===== src/rqk_pkg.sv =====
// Shared codes, state encoding and command struct for the ready queue.
package rqk_pkg;

	localparam int FUNC_W   = 2;
	localparam int IN_ID_W  = 8;
	localparam int OUT_ID_W = 8;
	localparam int STS_W    = 2;
	localparam int OCC_W    = 5;

	localparam logic [FUNC_W-1:0] FN_INSERT   = 2'd0;
	localparam logic [FUNC_W-1:0] FN_REM_HEAD = 2'd1;
	localparam logic [FUNC_W-1:0] FN_REM_ID   = 2'd2;

	localparam logic [STS_W-1:0] STS_OK        = 2'd0;
	localparam logic [STS_W-1:0] STS_FULL      = 2'd1;
	localparam logic [STS_W-1:0] STS_EMPTY     = 2'd2;
	localparam logic [STS_W-1:0] STS_NOT_FOUND = 2'd3;

	typedef enum logic [2:0] {
		ST_IDLE   = 3'b001,
		ST_SEARCH = 3'b010,
		ST_COMMIT = 3'b100
	} state_t;

	typedef struct packed {
		logic load;
		logic search;
		logic commit;
	} cmd_t;

endpackage


===== src/ready_queue_with_keyed_removal_top.sv =====
// An accepted item goes through key search (ST_SEARCH), then commit (ST_COMMIT), to m_tvalid.
// Items are handled one at a time (accept, search, commit); commit also waits
// while the previous result still sits in the output register untaken.
// A finished item waits in the output register while the next item is accepted.
// Reset: asynchronous, active low; clears the entry count and handshake state.
// Slot contents are not cleared; no clearing pass, items accepted right after reset.
module ready_queue_with_keyed_removal_top #(
	parameter int DEPTH    = 16,
	parameter int ID_WIDTH = 8
) (
	input  logic        clk,
	input  logic        arst_n,
	input  logic        s_tvalid,
	output logic        s_tready,
	input  logic [15:0] s_tdata,   // [1:0] func, [9:2] proc_id, [15:10] zero
	output logic        m_tvalid,
	input  logic        m_tready,
	output logic [15:0] m_tdata    // [7:0] result_id, [9:8] status, [14:10] occupancy, [15] zero
);
	import rqk_pkg::*;

	cmd_t                cmd;
	logic [OUT_ID_W-1:0] res_id;
	logic [STS_W-1:0]    res_status;
	logic [OCC_W-1:0]    res_occ;

	rqk_ctrl u_ctrl (
		.clk      (clk),
		.arst_n   (arst_n),
		.s_tvalid (s_tvalid),
		.s_tready (s_tready),
		.m_tvalid (m_tvalid),
		.m_tready (m_tready),
		.cmd      (cmd)
	);

	rqk_dp #(
		.DEPTH    (DEPTH),
		.ID_WIDTH (ID_WIDTH)
	) u_dp (
		.clk        (clk),
		.arst_n     (arst_n),
		.cmd        (cmd),
		.in_func    (s_tdata[1:0]),
		.in_proc_id (s_tdata[9:2]),
		.res_id     (res_id),
		.res_status (res_status),
		.res_occ    (res_occ)
	);

	assign m_tdata = {1'b0, res_occ, res_status, res_id};

	// one item in flight: no accept right after an accept
	a_one_in_flight: assert property (@(posedge clk) disable iff (!arst_n)
		(s_tvalid && s_tready) |=> !s_tready)
		else $error("item accepted while previous item still in work");

	a_load_then_search: assert property (@(posedge clk) disable iff (!arst_n)
		cmd.load |=> cmd.search)
		else $error("search step did not follow item load");

	a_commit_shows_result: assert property (@(posedge clk) disable iff (!arst_n)
		cmd.commit |=> m_tvalid)
		else $error("commit did not present a result");

	a_commit_needs_space: assert property (@(posedge clk) disable iff (!arst_n)
		(cmd.commit && m_tvalid) |-> m_tready)
		else $error("commit overwrote a result not yet taken");

endmodule


===== src/rqk_ctrl.sv =====
// Sequencer for the ready queue: input handshake, search/commit steps, output valid.
module rqk_ctrl (
	input  logic          clk,
	input  logic          arst_n,
	input  logic          s_tvalid,
	output logic          s_tready,
	output logic          m_tvalid,
	input  logic          m_tready,
	output rqk_pkg::cmd_t cmd
);
	import rqk_pkg::*;

	state_t state_q, state_nxt;
	logic   out_vld_q;

	assign s_tready   = (state_q == ST_IDLE);
	assign m_tvalid   = out_vld_q;
	assign cmd.load   = s_tvalid && s_tready;
	assign cmd.search = (state_q == ST_SEARCH);
	// result register must be free (or draining this cycle) before commit
	assign cmd.commit = (state_q == ST_COMMIT) && (!out_vld_q || m_tready);

	always_comb begin
		state_nxt = state_q;
		case (state_q)
			ST_IDLE: begin
				if (cmd.load) state_nxt = ST_SEARCH;
			end
			ST_SEARCH: begin
				state_nxt = ST_COMMIT;
			end
			ST_COMMIT: begin
				if (cmd.commit) state_nxt = ST_IDLE;
			end
			default: begin
				state_nxt = ST_IDLE;
			end
		endcase
	end

	always_ff @(posedge clk or negedge arst_n) begin
		if (!arst_n) begin
			state_q   <= ST_IDLE;
			out_vld_q <= 1'b0;
		end else begin
			state_q <= state_nxt;
			if (cmd.commit) out_vld_q <= 1'b1;
			else if (m_tready) out_vld_q <= 1'b0;
		end
	end

endmodule


===== src/rqk_dp.sv =====
// Queue datapath: slot registers, parallel key compare, gap-closing shift, result register.
module rqk_dp #(
	parameter int DEPTH    = 16,
	parameter int ID_WIDTH = 8
) (
	input  logic                            clk,
	input  logic                            arst_n,
	input  rqk_pkg::cmd_t                   cmd,
	input  logic [rqk_pkg::FUNC_W-1:0]      in_func,
	input  logic [rqk_pkg::IN_ID_W-1:0]     in_proc_id,
	output logic [rqk_pkg::OUT_ID_W-1:0]    res_id,
	output logic [rqk_pkg::STS_W-1:0]       res_status,
	output logic [rqk_pkg::OCC_W-1:0]       res_occ
);
	import rqk_pkg::*;

	localparam int CW = $clog2(DEPTH + 1);
	localparam int AW = $clog2(DEPTH);

	logic [ID_WIDTH-1:0] slots_q [DEPTH];
	logic [CW-1:0]       count_q, count_nxt;
	logic [FUNC_W-1:0]   func_q;
	logic [ID_WIDTH-1:0] key_q, key_in;
	logic [DEPTH-1:0]    valid, match_d, match_q, lowest, shift_en;
	logic [ID_WIDTH-1:0] rid;
	logic [STS_W-1:0]    sts;
	logic                do_ins, do_rem, hit;
	logic [OUT_ID_W-1:0] rid_out;
	logic [OCC_W-1:0]    occ_out;

	// key bits beyond the port width are zero; port bits at and above ID_WIDTH are dropped
	always_comb begin
		key_in = '0;
		for (int b = 0; b < ID_WIDTH && b < IN_ID_W; b++) key_in[b] = in_proc_id[b];
	end

	always_ff @(posedge clk) begin
		if (cmd.load) begin
			func_q <= in_func;
			key_q  <= key_in;
		end
	end

	// step 1: remove-by-id compares every occupied slot against the key; remove-head marks slot 0
	always_comb begin
		for (int i = 0; i < DEPTH; i++) begin
			valid[i] = CW'(i) < count_q;
			if (func_q == FN_REM_HEAD) match_d[i] = (i == 0) && valid[i];
			else match_d[i] = (func_q == FN_REM_ID) && valid[i] && (slots_q[i] == key_q);
		end
	end

	always_ff @(posedge clk) begin
		if (cmd.search) match_q <= match_d;
	end

	// oldest match and every younger slot move up one place
	assign lowest   = match_q & (~match_q + DEPTH'(1));
	assign shift_en = ~(lowest - DEPTH'(1));
	assign hit      = |match_q;

	always_comb begin
		do_ins = 1'b0;
		do_rem = 1'b0;
		rid    = '0;
		sts    = STS_OK;
		case (func_q)
			FN_INSERT: begin
				if (count_q == CW'(DEPTH)) begin
					sts = STS_FULL;
				end else begin
					do_ins = 1'b1;
					rid    = key_q;
				end
			end
			FN_REM_HEAD, FN_REM_ID: begin
				if (count_q == '0) begin
					sts = STS_EMPTY;
				end else if (hit) begin
					do_rem = 1'b1;
					rid    = (func_q == FN_REM_HEAD) ? slots_q[0] : key_q;
				end else begin
					sts = STS_NOT_FOUND;
				end
			end
			default: begin
				rid = '0;
			end
		endcase
		if (do_ins) count_nxt = count_q + CW'(1);
		else if (do_rem) count_nxt = count_q - CW'(1);
		else count_nxt = count_q;
	end

	always_comb begin
		rid_out = '0;
		for (int b = 0; b < ID_WIDTH && b < OUT_ID_W; b++) rid_out[b] = rid[b];
		occ_out = '0;
		for (int b = 0; b < CW && b < OCC_W; b++) occ_out[b] = count_nxt[b];
	end

	// step 2: apply the update
	always_ff @(posedge clk) begin
		if (cmd.commit) begin
			if (do_ins) slots_q[count_q[AW-1:0]] <= key_q;
			if (do_rem) begin
				for (int i = 0; i < DEPTH - 1; i++) begin
					if (shift_en[i]) slots_q[i] <= slots_q[i+1];
				end
			end
			res_id     <= rid_out;
			res_status <= sts;
			res_occ    <= occ_out;
		end
	end

	always_ff @(posedge clk or negedge arst_n) begin
		if (!arst_n) begin
			count_q <= '0;
		end else if (cmd.commit) begin
			count_q <= count_nxt;
		end
	end

endmodule

===== config.mk =====
export PLATFORM = sky130hd
export DESIGN_NAME = ready_queue_with_keyed_removal_top
export DESIGN_NICKNAME = d
export VERILOG_FILES = /design/src/rqk_pkg.sv /design/src/ready_queue_with_keyed_removal_top.sv /design/src/rqk_ctrl.sv /design/src/rqk_dp.sv
export SDC_FILE = /design/constraint.sdc
export NUM_CORES = 1
export LEC_CHECK = 0
export BUFFER_PORTS_ARGS = -buffer_cell sky130_fd_sc_hd__buf_4
export CORE_ASPECT_RATIO = 1.4
export CORE_UTILIZATION = 64
export CTS_BUF_LIST = sky130_fd_sc_hd__clkbuf_4 sky130_fd_sc_hd__clkbuf_8
export DETAILED_ROUTE_END_ITERATION = 10
export GPL_TIMING_DRIVEN = 1
export HOLD_SLACK_MARGIN = 0.1
export PLACE_DENSITY_LB_ADDON = 0.12
export SKIP_CTS_REPAIR_TIMING = 1
export SYNTH_ARGS = -nofsm -noshare
export SYNTH_HDL_FRONTEND = slang
export SYNTH_SLANG_ARGS = --single-unit

===== constraint.sdc =====
create_clock -name clk -period 4 [get_ports clk]
set_clock_uncertainty 0.2 [all_clocks]
set_input_delay 0.2 -clock clk [delete_from_list [all_inputs] [get_ports clk]]
set_output_delay 0.2 -clock clk [all_outputs]
set_load 0.02 [all_outputs]

==> impl_results.md, run 1 <==
* Result of the run: complete, no violations
* Number of different library cells in the post-synthesis netlist at 56
* Synthesis-to-layout area growth at 10.3%
* Via-to-Cell Ratio at 6.51
* Total count of hold-check failures in the final report at 0
* H-Tree Level Count at 4
* Delay of the slowest cell on the worst path at 0.70 ns
* Number of storage elements in the synthesis netlist at 178
* Shortest period the worst path allows at 3.32 ns
* Fillers at 992
* Post-route ant nets at 0
* TritonCTS sink count at 178
* Root buffer cell: sky130_fd_sc_hd__clkbuf_8
* Antenna violations before repair at 0
* Number of iterations in the first detailed-routing pass at 5
* Area taken by multi-input logic gates at 4070 um2
* Initial drt markers at 422
* Sequential cell area in the final layout at 5300 um2
* Average instance area after synthesis at 13.4 um2
* Port Buf Inserts at 30
* Data required time at the worst endpoint at 4.03 ns
* Post-detailed-placement half-perimeter wirelength at 14900 um
* Clock input transition at the sequential cells of the worst setup and hold paths at 0.10 ns
* Worst min path class: in2reg
* Startpoint type of the worst setup path: flip-flop
* Max-cap viol count at 0
* Cell breakdown of the critical path: inv_1 -> ha_1 -> or4b_1 -> nand4_4 -> nor3_2 -> mux2_2
* Number of nets in the layout at 778
* Worst setup timing slack at the placement stage at 0.725 ns
* Fin. max-slew vios at 0
* Post-layout instance count excluding filler cells at 952
* Die X at 106 um
* Sequential-to-total area share from yosys stat at 55.1%
* Number of instances in the synthesized netlist at 718
* Count of warnings emitted by yosys at 0
* Share of post-route cells with drive strength above 1 at 28.7%
* Inserted Diodes at 0
* Post-route worst setup slack at 0.676 ns
* Post-synth design cell area at 9620 um2
* Routed wire length per instance at 22.6 um
* Number of placement rows at 52
* CTS tree: built
* Actual slew at the worst max-slew pin at 1.11 ns
* Buffers from clock root to sink, at most at 2
* Standard cell core area at 14600 um2
* Clock Latency Late Sink at 0.48 ns
* Number of global-route vias before repair at 6346
* Top fanout value on the critical path at 17
* Final clock period utilization by the worst path at 83.1%
* RSZ-0062 raised after global routing: false
* Initial Utilization at 66.0%
* Final Util at 72.8%
* Post-route DRC at 0
* Final weighted congestion of routability-driven global placement at 0.886
* Power density over the cells at 483 nW/um2
* Overall via count from detail_route at 6194
* Worst slew slack as a fraction of its limit at 25.1%
* Finish-stage setup viols at 0
* TNS Setup at 0 ns
* Syn nets at 746
* Global-route total usage across every layer at 29.3%
* Arrival time reported for the critical path endpoint at 3.36 ns
* Reg-to-reg slack, setup at 0.68 ns
* Crit path capture type: flip-flop
* Pin count of the biggest net entering global routing at 22
* Total congestion overflow at 0
* Routed wire length at 21500 um
* Critical path start-end classification: reg2reg
* IO Pins at 38
* Critical Path Slowest Stage Cell: sky130_fd_sc_hd__nor3_2
* Static leakage at 0.00367 uW
* Global-route wire length before repair at 34000 um
* Cells after DPL at 906
* DIE AREA at 15500 um2
* TritonCTS buffer count at 17
* Achievable Freq at 301 MHz
* Worst ir drop on vdd at 289 uV
* Hold Worst Slack at 0.245 ns
* Die Ht at 147 um
==> kinds of logic after synthesis <==
group / after synthesis / share of synthesized area, %
mux: 129 / 15.1
other cells: 1 / 0.0390
buf+inv: 63 / 2.60
simple gates: 142 / 8.93
fa+ha+maj: 8 / 1.04
flops: 178 / 55.1
xor+xnor: 131 / 11.9
compound gates: 66 / 5.22
==> path summary, 6_finish.rpt <==
path	start	cells after the start	endpoint
setup / recovery	u_dp.count_q[0]	6	u_dp.slots_q[6][0]
hold / removal	s_tdata[2]	2	u_dp.key_q[0]
setup reg to reg	u_dp.count_q[0]	6	u_dp.slots_q[6][0]
hold reg to reg	u_ctrl.state_q[0]	1	u_ctrl.state_q[2]
max in group asynchronous	arst_n	3	u_ctrl.state_q[0]
min in group asynchronous	arst_n	3	u_ctrl.state_q[1]
==> per-layer routing <==
layer	wire (um)	up-vias	GRT usage, %
met5	0	-	0
met4	852	0	14.5
met3	1310	67	5.99
met2	11300	284	51.9
met1	8080	3074	33.5
li1	-	2769	-
==> synth_stat cells (all sizes together) <==
cell type	instances	area share (%)
nand2b	2	0.13
clkbuf	34	1.3
or4b	1	0.10
mux2	129	15
a211oi	1	0.078
nor2	29	1.3
or4	7	0.55
buf	18	0.85
ha	8	1.0
o311ai	1	0.091
nand4bb	1	0.12
a221oi	3	0.27
a21oi	12	0.78
a41oi	1	0.091
and2	3	0.20
a31oi	3	0.20
or3	2	0.13
nor2b	2	0.13
nand3	4	0.21
and4	4	0.36
a32oi	9	0.82
o31ai	2	0.16
a311oi	2	0.36
a21bo	2	0.21
nand2	14	0.55
nand4	17	1.3
a2111oi	3	0.27
xor2	88	8.0
nand3b	1	0.078
nor4	33	2.1
o211ai	3	0.23
dfrtp	8	2.1
conb	1	0.039
nor3b	3	0.29
edfxtp	169	53
o2111ai	1	0.091
a21o	14	1.1
o21ai	9	0.47
dfstp	1	0.27
nor3	15	1.1
or3b	1	0.091
inv	11	0.43
and3	3	0.20
xnor2	43	3.9
==> registers in the layout, indices dropped and copies added (netlist names) <==
name and cells:
u_ctrl.state_q 3, u_dp.match_q 16, u_ctrl.m_tvalid 1, u_dp.res_status 2, u_dp.func_q 2, u_dp.res_occ 5
u_dp.slots_q 128, u_dp.res_id 8, u_dp.key_q 8, u_dp.count_q 5
==> power breakdown <==
part,internal [uW],switching (uW),total [uW]
clock,689,687,1380
combinational,570,653,1220
sequential,2290,236,2530
==> critical path, delay by kind of cell, from the launching register on <==
kind,cells,cell delay (ns)
buf+inv,1,0.25
flops,1,0.59
mux,1,0.41
simple gates,3,1.35
fa+ha+maj,1,0.27
==> final cells by class <==
cell class / count / area share, %
inverters: 11 / 0.389
well taps: 189 / 2.23
multi-input cells: 477 / 38.4
clock buffers: 17 / 2.21
clock inverters: 15 / 1.90
flip-flops and latches: 178 / 50.0
repair buffers: 65 / 4.93
==> per-stage QoR <==
step	power, uW	instance area (um2)
after detailed placement	3750	10000
after global routing	5300	10600
after floorplan	3380	9620
after CTS	5100	10500
after global placement	3700	10000
final	5120	10600
==> placed cells by master (no fill, tap or decap), types with 7 or more instances in the layout <==
cell | Yosys | routed
sky130_fd_sc_hd__nor3_1 | 10 | 10
sky130_fd_sc_hd__inv_1 | 11 | 11
sky130_fd_sc_hd__mux2_2 | 116 | 116
sky130_fd_sc_hd__xnor2_1 | 43 | 43
sky130_fd_sc_hd__a21o_1 | 14 | 14
sky130_fd_sc_hd__dfrtp_1 | 8 | 8
sky130_fd_sc_hd__or4_1 | 7 | 7
sky130_fd_sc_hd__mux2_1 | 13 | 13
sky130_fd_sc_hd__xor2_1 | 88 | 88
sky130_fd_sc_hd__a32oi_1 | 9 | 9
sky130_fd_sc_hd__nand2_1 | 14 | 14
sky130_fd_sc_hd__a21oi_1 | 10 | 10
sky130_fd_sc_hd__nand4_1 | 16 | 16
sky130_fd_sc_hd__o21ai_0 | 9 | 9
sky130_fd_sc_hd__dlygate4sd3_1 | 0 | 14
sky130_fd_sc_hd__buf_4 | 2 | 51
sky130_fd_sc_hd__edfxtp_1 | 169 | 169
sky130_fd_sc_hd__clkbuf_8 | 0 | 17
sky130_fd_sc_hd__nor4_1 | 33 | 33
sky130_fd_sc_hd__ha_1 | 8 | 8
sky130_fd_sc_hd__nor2_1 | 23 | 23
(Power assumes the default switching activity.)
==> inputs of run 2 (changes only) <==
==> constraint.sdc (replaced) <==
create_clock -name clk -period 3.5 [get_ports clk]
set_clock_uncertainty 0.2 [all_clocks]
set_input_delay 0.175 -clock clk [delete_from_list [all_inputs] [get_ports clk]]
set_output_delay 0.175 -clock clk [all_outputs]
set_load 0.02 [all_outputs]
==> run 2 against run 1 <==
Sequential power increased by 13%. Final cell count up 1.2%. Wire length down 0.37%. Die area stayed put. Critical path type unchanged. Largest power group unchanged.
==> impl_results.md, run 2 (synthesis results as in run 1) <==
* Buffers plus inverters on the worst setup path at 1 (unchanged)
* Critical Path Slowest Stage Cell: sky130_fd_sc_hd__nor3_2
* Achievable Freq at 339 MHz (+13%)
* Clock input transition at the sequential cells of the worst setup and hold paths at 0.09 ns (about the same)
* Post-detailed-placement half-perimeter wirelength at 14800 um (-0.77%)
* Clk pwr share at 23.1% (-3.8 points)
* Standard cell core area at 14600 um2 (unchanged)
* Data required time at the worst endpoint at 3.53 ns (-0.50 ns)
* Total count of hold-check failures in the final report at 0 (unchanged)
* TritonCTS sink count at 178 (unchanged)
* Max FFs per register at 128 (unchanged)
* Overall via count from detail_route at 6070 (-2.0%)
* Die X at 106 um (unchanged)
* Crit path capture type: flip-flop
* Total net switching power at 1740 uW (+11%)
* Initial drt markers at 354 (-16%)
* Number of iterations in the first detailed-routing pass at 5 (unchanged)
* Static leakage at 0.00367 uW (+0.19%)
* Shortest period the worst path allows at 2.95 ns (-0.373 ns)
* Most frequent cells in the layout: 169 x sky130_fd_sc_hd__edfxtp_1, 116 x sky130_fd_sc_hd__mux2_2, 88 x sky130_fd_sc_hd__xor2_1, 63 x sky130_fd_sc_hd__buf_4, 43 x sky130_fd_sc_hd__xnor2_1
* Port Buf Inserts at 30 (unchanged)
* Final clock period utilization by the worst path at 84.3% (+1.2 points)
* Global-route total usage across every layer at 28.9% (-0.40 points)
* Worst slew slack as a fraction of its limit at 19.9% (-5.2 points)
* Finish-stage setup viols at 0 (unchanged)
* Post-route DRC at 0 (unchanged)
* Largest register by flop count: u_dp.slots_q
* Routed wire length at 21500 um (-0.37%)
* Buffers from clock root to sink, at most at 2 (unchanged)
* TNS Setup at 0 ns (unchanged)
* Root buffer cell: sky130_fd_sc_hd__clkbuf_8
* Number of nets in the layout at 790 (+1.5%)
* Number of global-route vias before repair at 6167 (-2.8%)
* Cell breakdown of the critical path: inv_1 -> ha_1 -> or4b_1 -> nand4_4 -> nor3_2 -> mux2_2
* Critical path start-end classification: reg2reg
* RSZ-0062 raised after global routing: false
* Global-route wire length before repair at 33300 um (-2.0%)
* Leading cell type in the layout, fill and taps excluded: sky130_fd_sc_hd__edfxtp_1
* Initial Utilization at 66.0% (unchanged)
* CTS tree: built
* Worst min path class: in2reg
* Synthesis-to-layout area growth at 10.3% (unchanged)
* Proportion of power drawn by flip-flops and latches at 51.0% (+1.7 points)
* TritonCTS buffer count at 17 (unchanged)
* Pin count of the biggest net entering global routing at 35 (+59%)
* Worst ir drop on vdd at 357 uV (+23%)
* Post-route worst setup slack at 0.549 ns (-0.127 ns)
* Post-route ant nets at 0 (unchanged)
* Number of placement rows at 52 (unchanged)
* Routed wire length per instance at 22.3 um (-1.5%)
* Switching portion of total power at 31.1% (+0.32 points)
* Internal Dissipation at 3860 uW (+8.9%)
* Power density over the cells at 529 nW/um2 (+9.4%)
* Inserted Diodes at 0 (unchanged)
* Clock Latency Late Sink at 0.48 ns (about the same)
* Logic gate share of total power at 26.0% (+2.1 points)
* Result of the run: complete, no violations
* Actual slew at the worst max-slew pin at 1.20 ns (+0.0874 ns)
* Antenna violations before repair at 0 (unchanged)
* Total congestion overflow at 0 (unchanged)
* Fillers at 995 (+0.30%)
* Final weighted congestion of routability-driven global placement at 0.928 (+4.7%)
* Die Ht at 147 um (unchanged)
* H-Tree Level Count at 4 (unchanged)
* DIE AREA at 15500 um2 (unchanged)
* Max-cap viol count at 0 (unchanged)
* Delay of the slowest cell on the worst path at 0.71 ns (about the same)
* Worst setup timing slack at the placement stage at 0.582 ns (-0.143 ns)
* Via-to-Cell Ratio at 6.30 (-3.1%)
* Fin. max-slew vios at 0 (unchanged)
* Arrival time reported for the critical path endpoint at 2.98 ns (-0.38 ns)
* Regs by FF count: u_dp.slots_q x128, u_dp.match_q x16
* Cell type group with the largest total delay on the critical path: simple AND/OR/NAND/NOR gates
* Top fanout value on the critical path at 16 (-1)
* Share of post-route cells with drive strength above 1 at 29.2% (+0.50 points)
* Startpoint type of the worst setup path: flip-flop
* IO Pins at 38 (unchanged)
[run 2: cell types whose count changed in the layout (fill, tap and decap cells not counted), sizes merged]
cell,before,now
inv,17,12
bufinv,4,1
clkinv,4,6
buf,51,63
clkinvlp,1,3
clkbuf,17,20
[run 2: worst paths after layout]
kind | startpoint | end | slack [ns] | depth (start not counted)
hold reg to reg | u_ctrl.state_q[0] | u_ctrl.state_q[2] | 0.38 | 1
setup / recovery | u_dp.count_q[0] | u_dp.slots_q[6][7] | 0.55 | 6
hold / removal | s_tdata[7] | u_dp.key_q[5] | 0.22 | 2
max in group asynchronous | arst_n | u_ctrl.state_q[0] | 2.27 | 3
setup reg to reg | u_dp.count_q[0] | u_dp.slots_q[6][7] | 0.55 | 6
min in group asynchronous | arst_n | u_ctrl.m_tvalid | 0.50 | 3
[run 2: power groups by stage]
stage | Clock, uW | Sequential (uW) | Combinational [uW]
final | 1290 | 2860 | 1460
after global routing | 1380 | 2880 | 1570
after CTS | 1300 | 2850 | 1430
after detailed placement | 0 | 2900 | 1420
after global placement | 0 | 2890 | 1380
after floorplan | 0 | 2760 | 1100
[run 2: cell type report]
class                   count  area, um2  share of cell area (%)
repair buffers             77        613                    5.78
flip-flops and latches    178       5300                    50.0
inverters                  11       41.3                   0.389
clock buffers              20        256                    2.42
clock inverters            11       88.8                   0.838
well taps                 189        236                    2.23
multi-input cells         477       4070                    38.4
[run 2: stage by stage]
stage | std cells | hold WS [ns] | power, uW | cell area [um2] | utilization [%]
final | 963 | 0.217 | 5610 | 10600 | 72.8
after floorplan | 718 | -0.321 | 3860 | 9620 | -
after global routing | 963 | 0.206 | 5830 | 10600 | 72.8
after global placement | 918 | -0.200 | 4260 | 10100 | 69.4
after detailed placement | 918 | -0.194 | 4310 | 10100 | 69.4
after CTS | 949 | -0.706 | 5580 | 10500 | 71.8
[run 2: worst register-to-register path: cells and delay by family, from the launching register on]
family | cells | cell delay, ns
flops | 1 | 0.36
simple gates | 3 | 1.36
mux | 1 | 0.41
buf+inv | 1 | 0.13
fa+ha+maj | 1 | 0.24
[run 2: metal layers]
layer / GRT usage (%) / share of wire (%)
met5: 0 / 0
met4: 13.5 / 3.8
met3: 5.63 / 5.8
met2: 50.5 / 51
met1: 34.3 / 39
==> inputs of run 3 (changes only) <==
==> constraint.sdc (replaced) <==
create_clock -name clk -period 3 [get_ports clk]
set_clock_uncertainty 0.2 [all_clocks]
set_input_delay 0.15 -clock clk [delete_from_list [all_inputs] [get_ports clk]]
set_output_delay 0.15 -clock clk [all_outputs]
set_load 0.02 [all_outputs]
==> run 3 against run 2 <==
Core utilization up 0.89 points. Sequential share of layout area down 0.61 points. Wire length up 1.8%. Flip-flop and latch count unchanged. Non-clock buffer count up 5. First-iteration DRC count up 16%. Power up 18%.
==> impl_results.md, run 3 (synthesis results as in run 1) <==
* Startpoint type of the worst setup path: flip-flop
* Largest register by flop count: u_dp.slots_q
* Final Util at 73.7% (+0.89 points)
* TNS Setup at 0 ns (unchanged)
* Number of placement rows at 52 (unchanged)
* Total count of hold-check failures in the final report at 0 (unchanged)
* Global-route total usage across every layer at 29.7% (+0.78 points)
* Worst min path class: in2reg
* Area taken by multi-input logic gates at 4080 um2 (+0.31%)
* Most frequent cells in the layout: 169 x sky130_fd_sc_hd__edfxtp_1, 116 x sky130_fd_sc_hd__mux2_2, 88 x sky130_fd_sc_hd__xor2_1, 63 x sky130_fd_sc_hd__buf_4, 43 x sky130_fd_sc_hd__xnor2_1
* Clock input transition at the sequential cells of the worst setup and hold paths at 0.09 ns (about the same)
* Cell type group with the largest total delay on the critical path: compound AO/OA/AOI/OAI gates
* Root buffer cell: sky130_fd_sc_hd__clkbuf_8
* Arrival time reported for the critical path endpoint at 2.77 ns (-0.21 ns)
* Worst slew slack as a fraction of its limit at 38.0% (+18 points)
* Regs by FF count: u_dp.slots_q x128, u_dp.match_q x16
* Sequential cell area in the final layout at 5300 um2 (unchanged)
* Post-route ant nets at 0 (unchanged)
* Share of post-route cells with drive strength above 1 at 30.1% (+0.93 points)
* Leading cell type in the layout, fill and taps excluded: sky130_fd_sc_hd__edfxtp_1
* Critical path launch point: u_dp.count_q[1]
* Delay of the slowest cell on the worst path at 0.42 ns (-0.29 ns)
* Reg2reg end: u_dp.slots_q[14][6]
* Clock Latency Late Sink at 0.48 ns (about the same)
* Number of logic stages on the critical path including buffering at 7 (+1)
* Data required time at the worst endpoint at 2.95 ns (-0.58 ns)
* Routed wire length at 21900 um (+1.8%)
* Number of nets in the layout at 795 (+0.63%)
* H-Tree Level Count at 4 (unchanged)
* Antenna violations before repair at 0 (unchanged)
* Critical Path Slowest Stage Cell: sky130_fd_sc_hd__a21oi_2
* Total congestion overflow at 0 (unchanged)
* Post-route DRC at 0 (unchanged)
* Number of global-route vias before repair at 6286 (+1.9%)
* Finish-stage setup viols at 0 (unchanged)
* RSZ-0062 raised after global routing: false
* Reg-to-reg slack, setup at 0.18 ns (-0.37 ns)
* TritonCTS buffer count at 17 (unchanged)
* Actual slew at the worst max-slew pin at 0.931 ns (-0.271 ns)
* Beginning of the worst register-to-register path: u_dp.count_q[1]
* Achievable Freq at 355 MHz (+4.8%)
* Crit path capture type: flip-flop
* CTS tree: built
* Fillers at 1007 (+1.2%)
* DIE AREA at 15500 um2 (unchanged)
* Routed wire length per instance at 22.6 um (+1.2%)
* Synthesis-to-layout area growth at 11.7%
* Number of iterations in the first detailed-routing pass at 6 (+1)
* Die Ht at 147 um (unchanged)
* Capturing element of the worst setup path: u_dp.slots_q[14][6]
* Initial Utilization at 66.0% (unchanged)
* Critical path start-end classification: reg2reg
* Die X at 106 um (unchanged)
* Buffers from clock root to sink, at most at 2 (unchanged)
* Post-layout instance count excluding filler cells at 969 (+0.62%)
* Cell breakdown of the critical path: inv_1 -> ha_1 -> or4b_1 -> nand4_4 -> buf_4 -> a21oi_2 -> a21o_1
* Result of the run: complete, no violations
* Post-detailed-placement half-perimeter wirelength at 15200 um (+2.6%)
* Max-cap viol count at 0 (unchanged)
* Standard cell core area at 14600 um2 (unchanged)
* TritonCTS sink count at 178 (unchanged)
* Final weighted congestion of routability-driven global placement at 0.924 (-0.42%)
* Via-to-Cell Ratio at 6.33 (+0.40%)
* Max FFs per register at 128 (unchanged)
* Worst ir drop on vdd at 449 uV (+26%)
* IO Pins at 38 (unchanged)
* Inserted Diodes at 0 (unchanged)
* Static leakage at 0.00373 uW (+1.5%)
* Cells after DPL at 923 (+0.54%)
* Fin. max-slew vios at 0 (unchanged)
* Power density over the cells at 616 nW/um2 (+17%)
* Shortest period the worst path allows at 2.82 ns (-0.134 ns)
* Final clock period utilization by the worst path at 93.9% (+9.6 points)
* R2R cell count at 7 (+1)
* Buffers plus inverters on the worst setup path at 2 (+1)
* Overall via count from detail_route at 6132 (+1.0%)
* Pin count of the biggest net entering global routing at 35 (unchanged)
* Top fanout value on the critical path at 13 (-3)
* Port Buf Inserts at 30 (unchanged)
* Initial drt markers at 412 (+16%)
* Global-route wire length before repair at 34200 um (+2.8%)
-- run 3: worst min path at each step --
stage               start                 to  slack, ns  cells past startpoint
2_1_floorplan      arst_n    u_ctrl.m_tvalid      -0.35                      0
3_3_place_gp       arst_n  u_ctrl.state_q[2]      -0.22                      1
3_5_place_dp       arst_n  u_ctrl.state_q[2]      -0.22                      1
4_1_cts            arst_n    u_dp.count_q[3]      -0.74                      1
5_1_grt        s_tdata[8]      u_dp.key_q[6]       0.19                      2
6_report       s_tdata[8]      u_dp.key_q[6]       0.19                      2
-- run 3: metrics by stage --
stage / cell area, um2 / total power [uW] / hold slack, ns / worst slack, ns
global route: 10700 / 6880 / 0.186 / 0.00463
CTS: 10600 / 6600 / -0.735 / 0.112
floorplan: 9620 / 4500 / -0.346 / 0.150
global placement: 10200 / 5010 / -0.219 / 0.276
finish: 10700 / 6610 / 0.186 / 0.184
detailed placement: 10200 / 5080 / -0.217 / 0.133
-- run 3: final cells by class --
cell class / instances / share of cell area [%]
clock buffers: 19 / 2.32
clock inverters: 13 / 1.06
repair buffers: 82 / 6.64
inverters: 11 / 0.385
multi-input cells: 477 / 38.0
flip-flops and latches: 178 / 49.4
well taps: 189 / 2.20
-- run 3: per-layer routing --
metal | routed length, um | global-route usage, % | up-vias | part of all wire (%)
met5 | 0 | 0 | - | 0
met4 | 878 | 15.3 | 0 | 4.0
met3 | 1090 | 4.57 | 67 | 5.0
met2 | 11600 | 52.3 | 250 | 53
met1 | 8330 | 35.0 | 3014 | 38
li1 | - | - | 2801 | -
-- run 3: worst register-to-register path, stage by stage (launching register included) --
cell                      delay [ns]
sky130_fd_sc_hd__dfrtp_1        0.38
sky130_fd_sc_hd__inv_1          0.08
sky130_fd_sc_hd__ha_1           0.20
sky130_fd_sc_hd__or4b_1         0.26
sky130_fd_sc_hd__nand4_4        0.32
sky130_fd_sc_hd__buf_4          0.29
sky130_fd_sc_hd__a21oi_2        0.42
sky130_fd_sc_hd__a21o_1         0.35
-- run 3: where the power goes --
| group | switching, uW | internal, uW | total [uW] | leakage (uW) |
|---|---|---|---|---|
| Sequential | 191 | 3050 | 3240 | 0.00163 |
| Clock | 873 | 671 | 1540 | 0.000178 |
| Combinational | 1000 | 821 | 1820 | 0.00192 |
